### src/sv/mam_pkg.sv
// ----------------------------------------------------------------------------
// mam_pkg: shared types and constants for the 3x3 matrix add / multiply block
// Sizes, the store write bundle and the job descriptor passed front to back.
// ----------------------------------------------------------------------------
`default_nettype none

package mam_pkg;

	localparam int DIM        = 3;
	localparam int ELEM_W     = 16;
	localparam int CELLS      = DIM * DIM;
	localparam int ADDR_W     = $clog2(2 * CELLS);
	localparam int IDX_W      = (DIM > 1) ? $clog2(DIM) : 1;
	localparam int VAL_W      = 33;
	localparam int PROD_W     = 2 * ELEM_W;
	localparam int ROW_W      = 2;
	localparam int COL_W      = 2;
	localparam int IN_TDATA_W = ((ELEM_W + 7) / 8) * 8;
	localparam int OUT_USED_W = VAL_W + ROW_W + COL_W;
	localparam int OUT_TDATA_W = ((OUT_USED_W + 7) / 8) * 8;
	localparam int OUT_PAD_W  = OUT_TDATA_W - OUT_USED_W;

	localparam logic MODE_ADD = 1'b0;
	localparam logic MODE_MUL = 1'b1;

	// one write into the element store
	typedef struct packed {
		logic              en;
		logic              sel_b;
		logic [ADDR_W-1:0] addr;
		logic [ELEM_W-1:0] data;
	} wr_t;

	// one loaded matrix pair ready for computation
	typedef struct packed {
		logic bank;
		logic mode;
	} job_t;

	typedef struct packed {
		logic valid;
		job_t job;
	} job_push_t;

	typedef struct packed {
		logic head_valid;
		logic full;
		job_t head;
	} jobq_stat_t;

endpackage

`default_nettype wire

### src/sv/mam_front.sv
// ----------------------------------------------------------------------------
// mam_front: element intake
// Count incoming elements, steer them into the A or B half of the current
// bank, and post a job once the second matrix of a pair is complete.
// ----------------------------------------------------------------------------
`default_nettype none

module mam_front
	import mam_pkg::*;
(
	input  wire logic              clk,
	input  wire logic              arst_n,
	input  wire logic              in_valid,
	output logic                   in_ready,
	input  wire logic [ELEM_W-1:0] in_elem,
	input  wire logic              mode,
	input  wire jobq_stat_t        q_stat,
	output wr_t                    wr,
	output job_push_t              push
);

	localparam logic [ADDR_W-1:0] CELLS_A = ADDR_W'(CELLS);
	localparam logic [ADDR_W-1:0] LAST_A  = ADDR_W'(2 * CELLS - 1);

	logic [ADDR_W-1:0] pos_q;
	logic              bank_q;
	logic              take;
	logic              in_b;
	logic [ADDR_W-1:0] base;

	assign in_ready = !q_stat.full;
	assign take     = in_valid && in_ready;
	assign in_b     = (pos_q >= CELLS_A);
	assign base     = bank_q ? CELLS_A : '0;

	always_comb begin
		wr.en    = take;
		wr.sel_b = in_b;
		wr.data  = in_elem;
		wr.addr  = in_b ? (base + pos_q - CELLS_A) : (base + pos_q);
	end

	assign push.valid    = take && (pos_q == LAST_A);
	assign push.job.bank = bank_q;
	assign push.job.mode = mode;

	always_ff @(posedge clk or negedge arst_n) begin
		if (!arst_n) begin
			pos_q  <= '0;
			bank_q <= 1'b0;
		end else if (take) begin
			if (pos_q == LAST_A) begin
				pos_q  <= '0;
				bank_q <= !bank_q;
			end else begin
				pos_q <= pos_q + 1'b1;
			end
		end
	end

endmodule

`default_nettype wire

### src/sv/mam_jobq.sv
// ----------------------------------------------------------------------------
// mam_jobq: two-entry job queue
// Holds loaded pairs between intake and compute; an entry stays until the
// compute side has read its bank completely.
// ----------------------------------------------------------------------------
`default_nettype none

module mam_jobq
	import mam_pkg::*;
(
	input  wire logic      clk,
	input  wire logic      arst_n,
	input  wire job_push_t push,
	input  wire logic      pop,
	output jobq_stat_t     stat
);

	job_t       slot_q [2];
	logic       wp_q;
	logic       rp_q;
	logic [1:0] cnt_q;

	assign stat.head_valid = (cnt_q != 2'd0);
	assign stat.full       = (cnt_q == 2'd2);
	assign stat.head       = slot_q[rp_q];

	always_ff @(posedge clk) begin
		if (push.valid) begin
			slot_q[wp_q] <= push.job;
		end
	end

	always_ff @(posedge clk or negedge arst_n) begin
		if (!arst_n) begin
			wp_q  <= 1'b0;
			rp_q  <= 1'b0;
			cnt_q <= 2'd0;
		end else begin
			if (push.valid) begin
				wp_q <= !wp_q;
			end
			if (pop) begin
				rp_q <= !rp_q;
			end
			case ({push.valid, pop})
				2'b10:   cnt_q <= cnt_q + 2'd1;
				2'b01:   cnt_q <= cnt_q - 2'd1;
				default: cnt_q <= cnt_q;
			endcase
		end
	end

endmodule

`default_nettype wire

### src/sv/mam_back.sv
// ----------------------------------------------------------------------------
// mam_back: compute side
// Element store for two banks, a sequencer over result entries, one
// multiply/add stage with accumulator, and the result output register.
// ----------------------------------------------------------------------------
`default_nettype none

module mam_back
	import mam_pkg::*;
(
	input  wire logic       clk,
	input  wire logic       arst_n,
	input  wire wr_t        wr,
	input  wire jobq_stat_t q_stat,
	output logic            pop,
	output logic            out_valid,
	input  wire logic       out_ready,
	output logic [VAL_W-1:0] out_value,
	output logic [ROW_W-1:0] out_row,
	output logic [COL_W-1:0] out_col,
	output logic            out_last
);

	localparam logic [1:0] ST_IDLE  = 2'd0;
	localparam logic [1:0] ST_ISSUE = 2'd1;
	localparam logic [1:0] ST_DRAIN = 2'd2;

	localparam logic [ADDR_W-1:0] DIM_A   = ADDR_W'(DIM);
	localparam logic [ADDR_W-1:0] CELLS_A = ADDR_W'(CELLS);
	localparam logic [IDX_W-1:0]  IDX_MAX = IDX_W'(DIM - 1);

	logic [ELEM_W-1:0] mem_a [2 * CELLS];
	logic [ELEM_W-1:0] mem_b [2 * CELLS];

	logic [1:0]       state_q;
	logic [IDX_W-1:0] r_q;
	logic [IDX_W-1:0] c_q;
	logic [IDX_W-1:0] k_q;
	logic             mode_q;
	logic             bank_q;
	logic             done_q;

	logic              issue;
	logic              issue_first;
	logic              issue_last;
	logic              load_out;
	logic              last_ent;
	logic [ADDR_W-1:0] base;
	logic [ADDR_W-1:0] rd_addr_a;
	logic [ADDR_W-1:0] rd_addr_b;

	logic                     v_s1, first_s1, last_s1;
	logic signed [ELEM_W-1:0] a_s1, b_s1;
	logic                     v_s2, first_s2, last_s2;
	logic signed [VAL_W-1:0]  val_s2;
	logic signed [PROD_W-1:0] prod;
	logic signed [VAL_W-1:0]  acc_q;

	logic             out_valid_q;
	logic [VAL_W-1:0] out_value_q;
	logic [ROW_W-1:0] out_row_q;
	logic [COL_W-1:0] out_col_q;
	logic             out_last_q;

	// store: one write port from intake, one registered read port per matrix
	always_ff @(posedge clk) begin
		if (wr.en && !wr.sel_b) begin
			mem_a[wr.addr] <= wr.data;
		end
		if (wr.en && wr.sel_b) begin
			mem_b[wr.addr] <= wr.data;
		end
		a_s1 <= mem_a[rd_addr_a];
		b_s1 <= mem_b[rd_addr_b];
	end

	assign base = bank_q ? CELLS_A : '0;

	always_comb begin
		if (mode_q == MODE_MUL) begin
			rd_addr_a = base + ADDR_W'(r_q) * DIM_A + ADDR_W'(k_q);
			rd_addr_b = base + ADDR_W'(k_q) * DIM_A + ADDR_W'(c_q);
		end else begin
			rd_addr_a = base + ADDR_W'(r_q) * DIM_A + ADDR_W'(c_q);
			rd_addr_b = rd_addr_a;
		end
	end

	assign issue       = (state_q == ST_ISSUE);
	assign issue_first = (k_q == '0);
	assign issue_last  = (mode_q == MODE_ADD) || (k_q == IDX_MAX);
	assign last_ent    = (r_q == IDX_MAX) && (c_q == IDX_MAX);
	assign load_out    = (state_q == ST_DRAIN) && done_q && (!out_valid_q || out_ready);
	assign pop         = load_out && last_ent;

	// product or sum, then accumulate over the dot-product terms
	assign prod = a_s1 * b_s1;

	always_ff @(posedge clk) begin
		if (mode_q == MODE_MUL) begin
			val_s2 <= VAL_W'(prod);
		end else begin
			val_s2 <= VAL_W'(a_s1) + VAL_W'(b_s1);
		end
		if (v_s2) begin
			acc_q <= (first_s2 ? '0 : acc_q) + val_s2;
		end
		if (load_out) begin
			out_value_q <= acc_q;
			out_row_q   <= ROW_W'(r_q);
			out_col_q   <= COL_W'(c_q);
			out_last_q  <= last_ent;
		end
	end

	always_ff @(posedge clk or negedge arst_n) begin
		if (!arst_n) begin
			v_s1     <= 1'b0;
			first_s1 <= 1'b0;
			last_s1  <= 1'b0;
			v_s2     <= 1'b0;
			first_s2 <= 1'b0;
			last_s2  <= 1'b0;
		end else begin
			v_s1     <= issue;
			first_s1 <= issue_first;
			last_s1  <= issue_last;
			v_s2     <= v_s1;
			first_s2 <= first_s1;
			last_s2  <= last_s1;
		end
	end

	// sequencer: one entry in flight, advance once its result is handed off
	always_ff @(posedge clk or negedge arst_n) begin
		if (!arst_n) begin
			state_q     <= ST_IDLE;
			r_q         <= '0;
			c_q         <= '0;
			k_q         <= '0;
			mode_q      <= MODE_MUL;
			bank_q      <= 1'b0;
			done_q      <= 1'b0;
			out_valid_q <= 1'b0;
		end else begin
			if (v_s2 && last_s2) begin
				done_q <= 1'b1;
			end else if (load_out) begin
				done_q <= 1'b0;
			end

			if (load_out) begin
				out_valid_q <= 1'b1;
			end else if (out_ready) begin
				out_valid_q <= 1'b0;
			end

			unique case (state_q)
				ST_IDLE: begin
					if (q_stat.head_valid) begin
						mode_q  <= q_stat.head.mode;
						bank_q  <= q_stat.head.bank;
						r_q     <= '0;
						c_q     <= '0;
						k_q     <= '0;
						state_q <= ST_ISSUE;
					end
				end
				ST_ISSUE: begin
					if (issue_last) begin
						state_q <= ST_DRAIN;
					end else begin
						k_q <= k_q + 1'b1;
					end
				end
				ST_DRAIN: begin
					if (load_out) begin
						k_q <= '0;
						if (last_ent) begin
							state_q <= ST_IDLE;
						end else begin
							state_q <= ST_ISSUE;
							if (c_q == IDX_MAX) begin
								c_q <= '0;
								r_q <= r_q + 1'b1;
							end else begin
								c_q <= c_q + 1'b1;
							end
						end
					end
				end
				default: begin
					state_q <= ST_IDLE;
				end
			endcase
		end
	end

	assign out_valid = out_valid_q;
	assign out_value = out_value_q;
	assign out_row   = out_row_q;
	assign out_col   = out_col_q;
	assign out_last  = out_last_q;

endmodule

`default_nettype wire

### src/sv/matrix_add_multiply_3x3_top.sv
// ----------------------------------------------------------------------------
// matrix_add_multiply_3x3_top: streaming 3x3 matrix adder / multiplier
// Loads A then B from an element stream and returns A+B or A*B row-major.
// ----------------------------------------------------------------------------
// Signed 16-bit elements arrive on the slave stream, nine for matrix A and
// then nine for matrix B, both row-major. Once the eighteenth element of a pair
// is accepted, the block returns nine 33-bit exact results on the master
// stream, row-major, each tagged with its row and column; tlast marks the
// final entry. The mode register (reset value 1) picks elementwise addition
// (0) or the matrix product (1); it is sampled when the last element of B is
// transferred, and should be written only while the block is idle. Elements
// are taken one per cycle while the two-entry job queue has room: the store
// holds two banks, so one pair can load while the previous one computes, and
// s_axis_tready drops only when both banks wait for the compute side. Each
// result entry goes through a single multiply-accumulate unit: a product
// entry issues three multiply steps and a sum entry one add step, each
// through the read, multiply and accumulate registers. The result sits in an
// output register, so the compute side keeps working on the next entry while
// a finished one waits for its transfer.
// ----------------------------------------------------------------------------
`default_nettype none

module matrix_add_multiply_3x3_top
	import mam_pkg::*;
(
	input  wire logic                   clk,
	input  wire logic                   arst_n,
	// configuration: operation_mode (0 add, 1 multiply)
	input  wire logic                   cfg_wr_en,
	input  wire logic                   cfg_wr_data,
	// element stream
	input  wire logic                   s_axis_tvalid,
	output logic                        s_axis_tready,
	input  wire logic [IN_TDATA_W-1:0]  s_axis_tdata,  // [15:0] element_value
	// result stream
	output logic                        m_axis_tvalid,
	input  wire logic                   m_axis_tready,
	output logic [OUT_TDATA_W-1:0]      m_axis_tdata,  // [32:0] result_value,
	                                                   // [34:33] result_row,
	                                                   // [36:35] result_column,
	                                                   // [39:37] zero
	output logic                        m_axis_tlast   // last_entry
);

	logic       mode_q;
	wr_t        wr;
	job_push_t  push;
	jobq_stat_t q_stat;
	logic       pop;

	logic [VAL_W-1:0] res_value;
	logic [ROW_W-1:0] res_row;
	logic [COL_W-1:0] res_col;

	// mode register: hold until written
	always_ff @(posedge clk or negedge arst_n) begin
		if (!arst_n) begin
			mode_q <= MODE_MUL;
		end else if (cfg_wr_en) begin
			mode_q <= cfg_wr_data;
		end
	end

	// front: accept elements, write the store, post a job per complete pair
	mam_front u_front (
		.clk      (clk),
		.arst_n   (arst_n),
		.in_valid (s_axis_tvalid),
		.in_ready (s_axis_tready),
		.in_elem  (s_axis_tdata[ELEM_W-1:0]),
		.mode     (mode_q),
		.q_stat   (q_stat),
		.wr       (wr),
		.push     (push)
	);

	// queue: decouple intake from compute, one entry per loaded bank
	mam_jobq u_jobq (
		.clk    (clk),
		.arst_n (arst_n),
		.push   (push),
		.pop    (pop),
		.stat   (q_stat)
	);

	// back: step through result entries and drive the result transfer
	mam_back u_back (
		.clk       (clk),
		.arst_n    (arst_n),
		.wr        (wr),
		.q_stat    (q_stat),
		.pop       (pop),
		.out_valid (m_axis_tvalid),
		.out_ready (m_axis_tready),
		.out_value (res_value),
		.out_row   (res_row),
		.out_col   (res_col),
		.out_last  (m_axis_tlast)
	);

	assign m_axis_tdata = {{OUT_PAD_W{1'b0}}, res_col, res_row, res_value};

	// a pair must never be posted while both banks are still in use
	assert property (@(posedge clk) disable iff (!arst_n)
		push.valid |-> (!q_stat.full || pop))
		else $error("job posted into a full queue");

	// a bank is released only when a job is actually outstanding
	assert property (@(posedge clk) disable iff (!arst_n)
		pop |-> q_stat.head_valid)
		else $error("job released from an empty queue");

	// the final entry of a result matrix sits at the last row and column
	assert property (@(posedge clk) disable iff (!arst_n)
		(m_axis_tvalid && m_axis_tlast) |->
			(res_row == ROW_W'(DIM - 1) && res_col == COL_W'(DIM - 1)))
		else $error("last entry flagged away from the corner");

endmodule

`default_nettype wire

### config.mk
export PLATFORM = sky130hd
export DESIGN_NAME = matrix_add_multiply_3x3_top
export DESIGN_NICKNAME = d
export VERILOG_FILES = /design/src/sv/mam_pkg.sv /design/src/sv/mam_front.sv /design/src/sv/mam_jobq.sv /design/src/sv/mam_back.sv /design/src/sv/matrix_add_multiply_3x3_top.sv
export SDC_FILE = /design/constraint.sdc
export NUM_CORES = 2
export LEC_CHECK = 0
export BUFFER_PORTS_ARGS = -buffer_cell sky130_fd_sc_hd__buf_4
export CORE_MARGIN = 5
export CORE_UTILIZATION = 41
export DETAILED_ROUTE_END_ITERATION = 16
export PLACE_DENSITY = 0.68
export SYNTH_ARGS = -nofsm -noshare
export SYNTH_HDL_FRONTEND = slang
export SYNTH_HIERARCHICAL = 1
export SYNTH_SLANG_ARGS = --single-unit
export TNS_END_PERCENT = 20
### constraint.sdc
create_clock -name clk -period 6.4 [get_ports clk]
set_input_delay 1.28 -clock clk [delete_from_list [all_inputs] [get_ports clk]]
set_output_delay 1.28 -clock clk [all_outputs]
set_load 0.05 [all_outputs]
==> impl_metrics.env <==
export IMPL_synth_area_per_cell_sq_um=14.4
export IMPL_rows=115
export IMPL_die_y_microns=323
export IMPL_port_buffers=61
export IMPL_grt_setup_unrepaired="false"
export IMPL_ys_seq_area_frac=0.535
export IMPL_drc=0
export IMPL_yosys_cell_types_count=78
export IMPL_synth_top_area_cell="edfxtp_1"
export IMPL_hold_path_class="reg -> reg"
export IMPL_maxCapViolations=0
export IMPL_grt_pass1_wl_mm=135
export IMPL_layout_nets=3358
export IMPL_vias_per_cell=5.17
export IMPL_finalMaxSlewViolations=0
export IMPL_tns_ns=0
export IMPL_htree_levels=3
export IMPL_crit_type="reg -> reg"
export IMPL_final_cell_mix="edfxtp_1, inv_1, fa_1"
export IMPL_postCtsHoldBufs=0
export IMPL_antenna_left=0
export IMPL_synthMuxAreaShare=0.100
export IMPL_n_fill_cell=8505
export IMPL_startpoint_type="register"
export IMPL_synth_main_ff_cell="edfxtp_1"
export IMPL_clk_pin_slew_ns=0.06
export IMPL_post_route_min_period_ns=6.06
export IMPL_wl_per_cell_microns=20.0
export IMPL_finalWirelength_mm=85.2
export IMPL_root_buffer="clkbuf_16"
export IMPL_antenna_found_initial=0
export IMPL_synth_simple_area_share=0.0698
export IMPL_clkLatencyLatePin_ns=0.65
export IMPL_cts_buffers=77
export IMPL_async_flop_share=0.0390
export IMPL_fmax_ghz=0.165
export IMPL_cts_max_path_buffers=3
export IMPL_final_common_cell="edfxtp_1"
export IMPL_grt_usage=0.166
export IMPL_place_ws_ns=0.237
export IMPL_drtPass1Iterations=5
export IMPL_slew_headroom=0.259
export IMPL_synth_xor_area_frac=0.0213
export IMPL_grt_pass1_vias=23171
export IMPL_num_vias=22029
export IMPL_synth_compound_area_frac=0.0475
export IMPL_drive_above_1_share=0.162
export IMPL_syn_area_sq_um=40300
export IMPL_cp_required_ns=6.94
export IMPL_hold_ws_ns=0.344
export IMPL_die_area_sq_um=105000
export IMPL_grt_max_degree=81
export IMPL_cts_tree="done"
export IMPL_synthTopCellsByArea="edfxtp_1, fa_1, mux4_2"
export IMPL_grt_overflow_total=0
export IMPL_status="finished, final reports clean"
export IMPL_worstPathMaxFanout=12
export IMPL_netlist_area_leader_share=0.485
export IMPL_antenna_cells=0
export IMPL_dp_hpwl_mm=58.7
export IMPL_post_cts_setup_buffers=0
export IMPL_initial_core_util=0.411
export IMPL_synthCells=2802
export IMPL_ys_seq_elements=744
export IMPL_core_area_sq_um=98000
export IMPL_die_w_microns=323
export IMPL_cp_end_kind="register"
export IMPL_syn_to_final_growth_pct=12.0
export IMPL_final_period_utilization=0.947
export IMPL_setup_ws_ns=0.337
export IMPL_final_util=0.461
export IMPL_ioPinCount=65
export IMPL_yosys_warnings=6
export IMPL_final_hold_viol_count=0
export IMPL_critPathArrivalTime_ns=6.60
export IMPL_clkSinkCount=744
export IMPL_first_iter_violations=1944
export IMPL_synth_edff_count=651
export IMPL_fin_skew_ns=0.0366
export IMPL_synth_top_family_by_area="adder cells"
export IMPL_setup_viol=0
export IMPL_globalplace_congestion=0.883
export IMPL_cts_resized=0
export IMPL_tightest_slew_ns=1.11
export IMPL_synthAdderAreaFrac=0.181
## path summary, 6_finish.rpt
| path | from | to | slack (ns) | cells past startpoint |
|---|---|---|---|---|
| setup / recovery | u_back/a_s1[4] | u_back/val_s2[30] | 0.34 | 23 |
| hold / removal | u_back/last_s1 | u_back/last_s2 | 0.34 | 0 |
| setup reg to reg | u_back/a_s1[4] | u_back/val_s2[30] | 0.34 | 23 |
| max in group asynchronous | arst_n | u_back/mode_q | 5.53 | 1 |
| hold reg to reg | u_back/last_s1 | u_back/last_s2 | 0.34 | 0 |
| min in group asynchronous | arst_n | u_front/pos_q[4] | 0.55 | 1 |
## state kept, by name (all words and copies together), names as in the netlist, 2 cells and up
signal            cells
u_back/acc_q         33
u_back/out_value     33
u_back/state_q        2
u_back/out_col        2
u_front/pos_q         5
u_back/b_s1          16
u_back/k_q            2
u_jobq/cnt_q          2
u_jobq/slot_q         4
u_back/a_s1          16
u_back/mem_a        288
u_back/c_q            2
u_back/r_q            2
u_back/mem_b        288
u_back/val_s2        32
u_back/out_row        2
## logic make-up after synthesis
logic type | Yosys count
DFF | 744
AOI/OAI and AO/OA | 296
muxes | 220
adders and majority gates | 422
other | 1
and+or+nand+nor | 574
buffers and inverters | 448
xor gates and xnor gates | 97
## per-stage QoR
stage,instances,instance area [sq um]
detailed placement,4122,42600
floorplan,2804,40300
CTS,4263,45100
finish,4263,45100
global route,4263,45100
global placement,4122,42600
## worst max-delay path: stages, from the launching register on
cell	delay, ns
dfxtp_1	0.47
buf_4	0.24
and2_1	0.17
fa_1	0.50
inv_1	0.05
fa_1	0.52
inv_1	0.05
fa_1	0.50
fa_1	0.45
fa_1	0.54
inv_1	0.06
fa_1	0.47
inv_1	0.04
ha_1	0.32
a21oi_1	0.17
nor2b_1	0.06
o21ai_0	0.12
o21ai_0	0.15
a211oi_4	0.27
buf_4	0.19
o211ai_1	0.12
a31oi_1	0.24
xnor2_1	0.09
a21o_1	0.17
## final cells by class
class	instances	area, sq um	area share
Inverter	329	1230	0.0274
Multi-Input combinational cell	1612	17000	0.377
Sequential cell	744	21600	0.478
Clock buffer	99	2030	0.0450
Clock inverter	42	488	0.0108
Timing Repair Buffer	150	1180	0.0261
Tap cell	1287	1610	0.0357
## routing by layer
layer,part of all wire,vias to the layer above,GRT usage
li1,-,10085,-
met1,0.45,11222,0.237
met2,0.47,616,0.270
met3,0.062,106,0.0307
met4,0.019,0,0.0358
met5,0,-,0
## synthesized netlist by cell type, types with 3 or more instances
cell type / n
and2_1: 125
mux4_2: 144
and3_1: 4
nor3_1: 14
ha_1: 154
xor2_1: 30
a31oi_1: 8
xnor2_1: 66
or2_2: 6
dfrtp_1: 27
nand4_1: 7
o21a_1: 10
a21o_1: 45
a2111oi_0: 3
nor2_1: 135
a21boi_0: 3
mux2_2: 23
nor4_1: 3
o31ai_1: 5
dfxtp_1: 64
o211ai_1: 8
o21ai_0: 53
fa_1: 268
a21oi_2: 3
clkbuf_1: 63
nand2_1: 172
o21ai_1: 8
a211oi_1: 22
buf_2: 27
nor2b_1: 50
nand3_1: 20
mux2i_1: 52
o21bai_1: 4
edfxtp_1: 651
a211o_1: 3
inv_1: 329
nand2b_1: 17
or3_1: 9
buf_1: 4
a311oi_1: 3
a21oi_1: 93
buf_4: 23
Power is left out: the tool's default activity adds up to more than one toggle a clock period on the data nets, which glitch-free logic cannot reach.
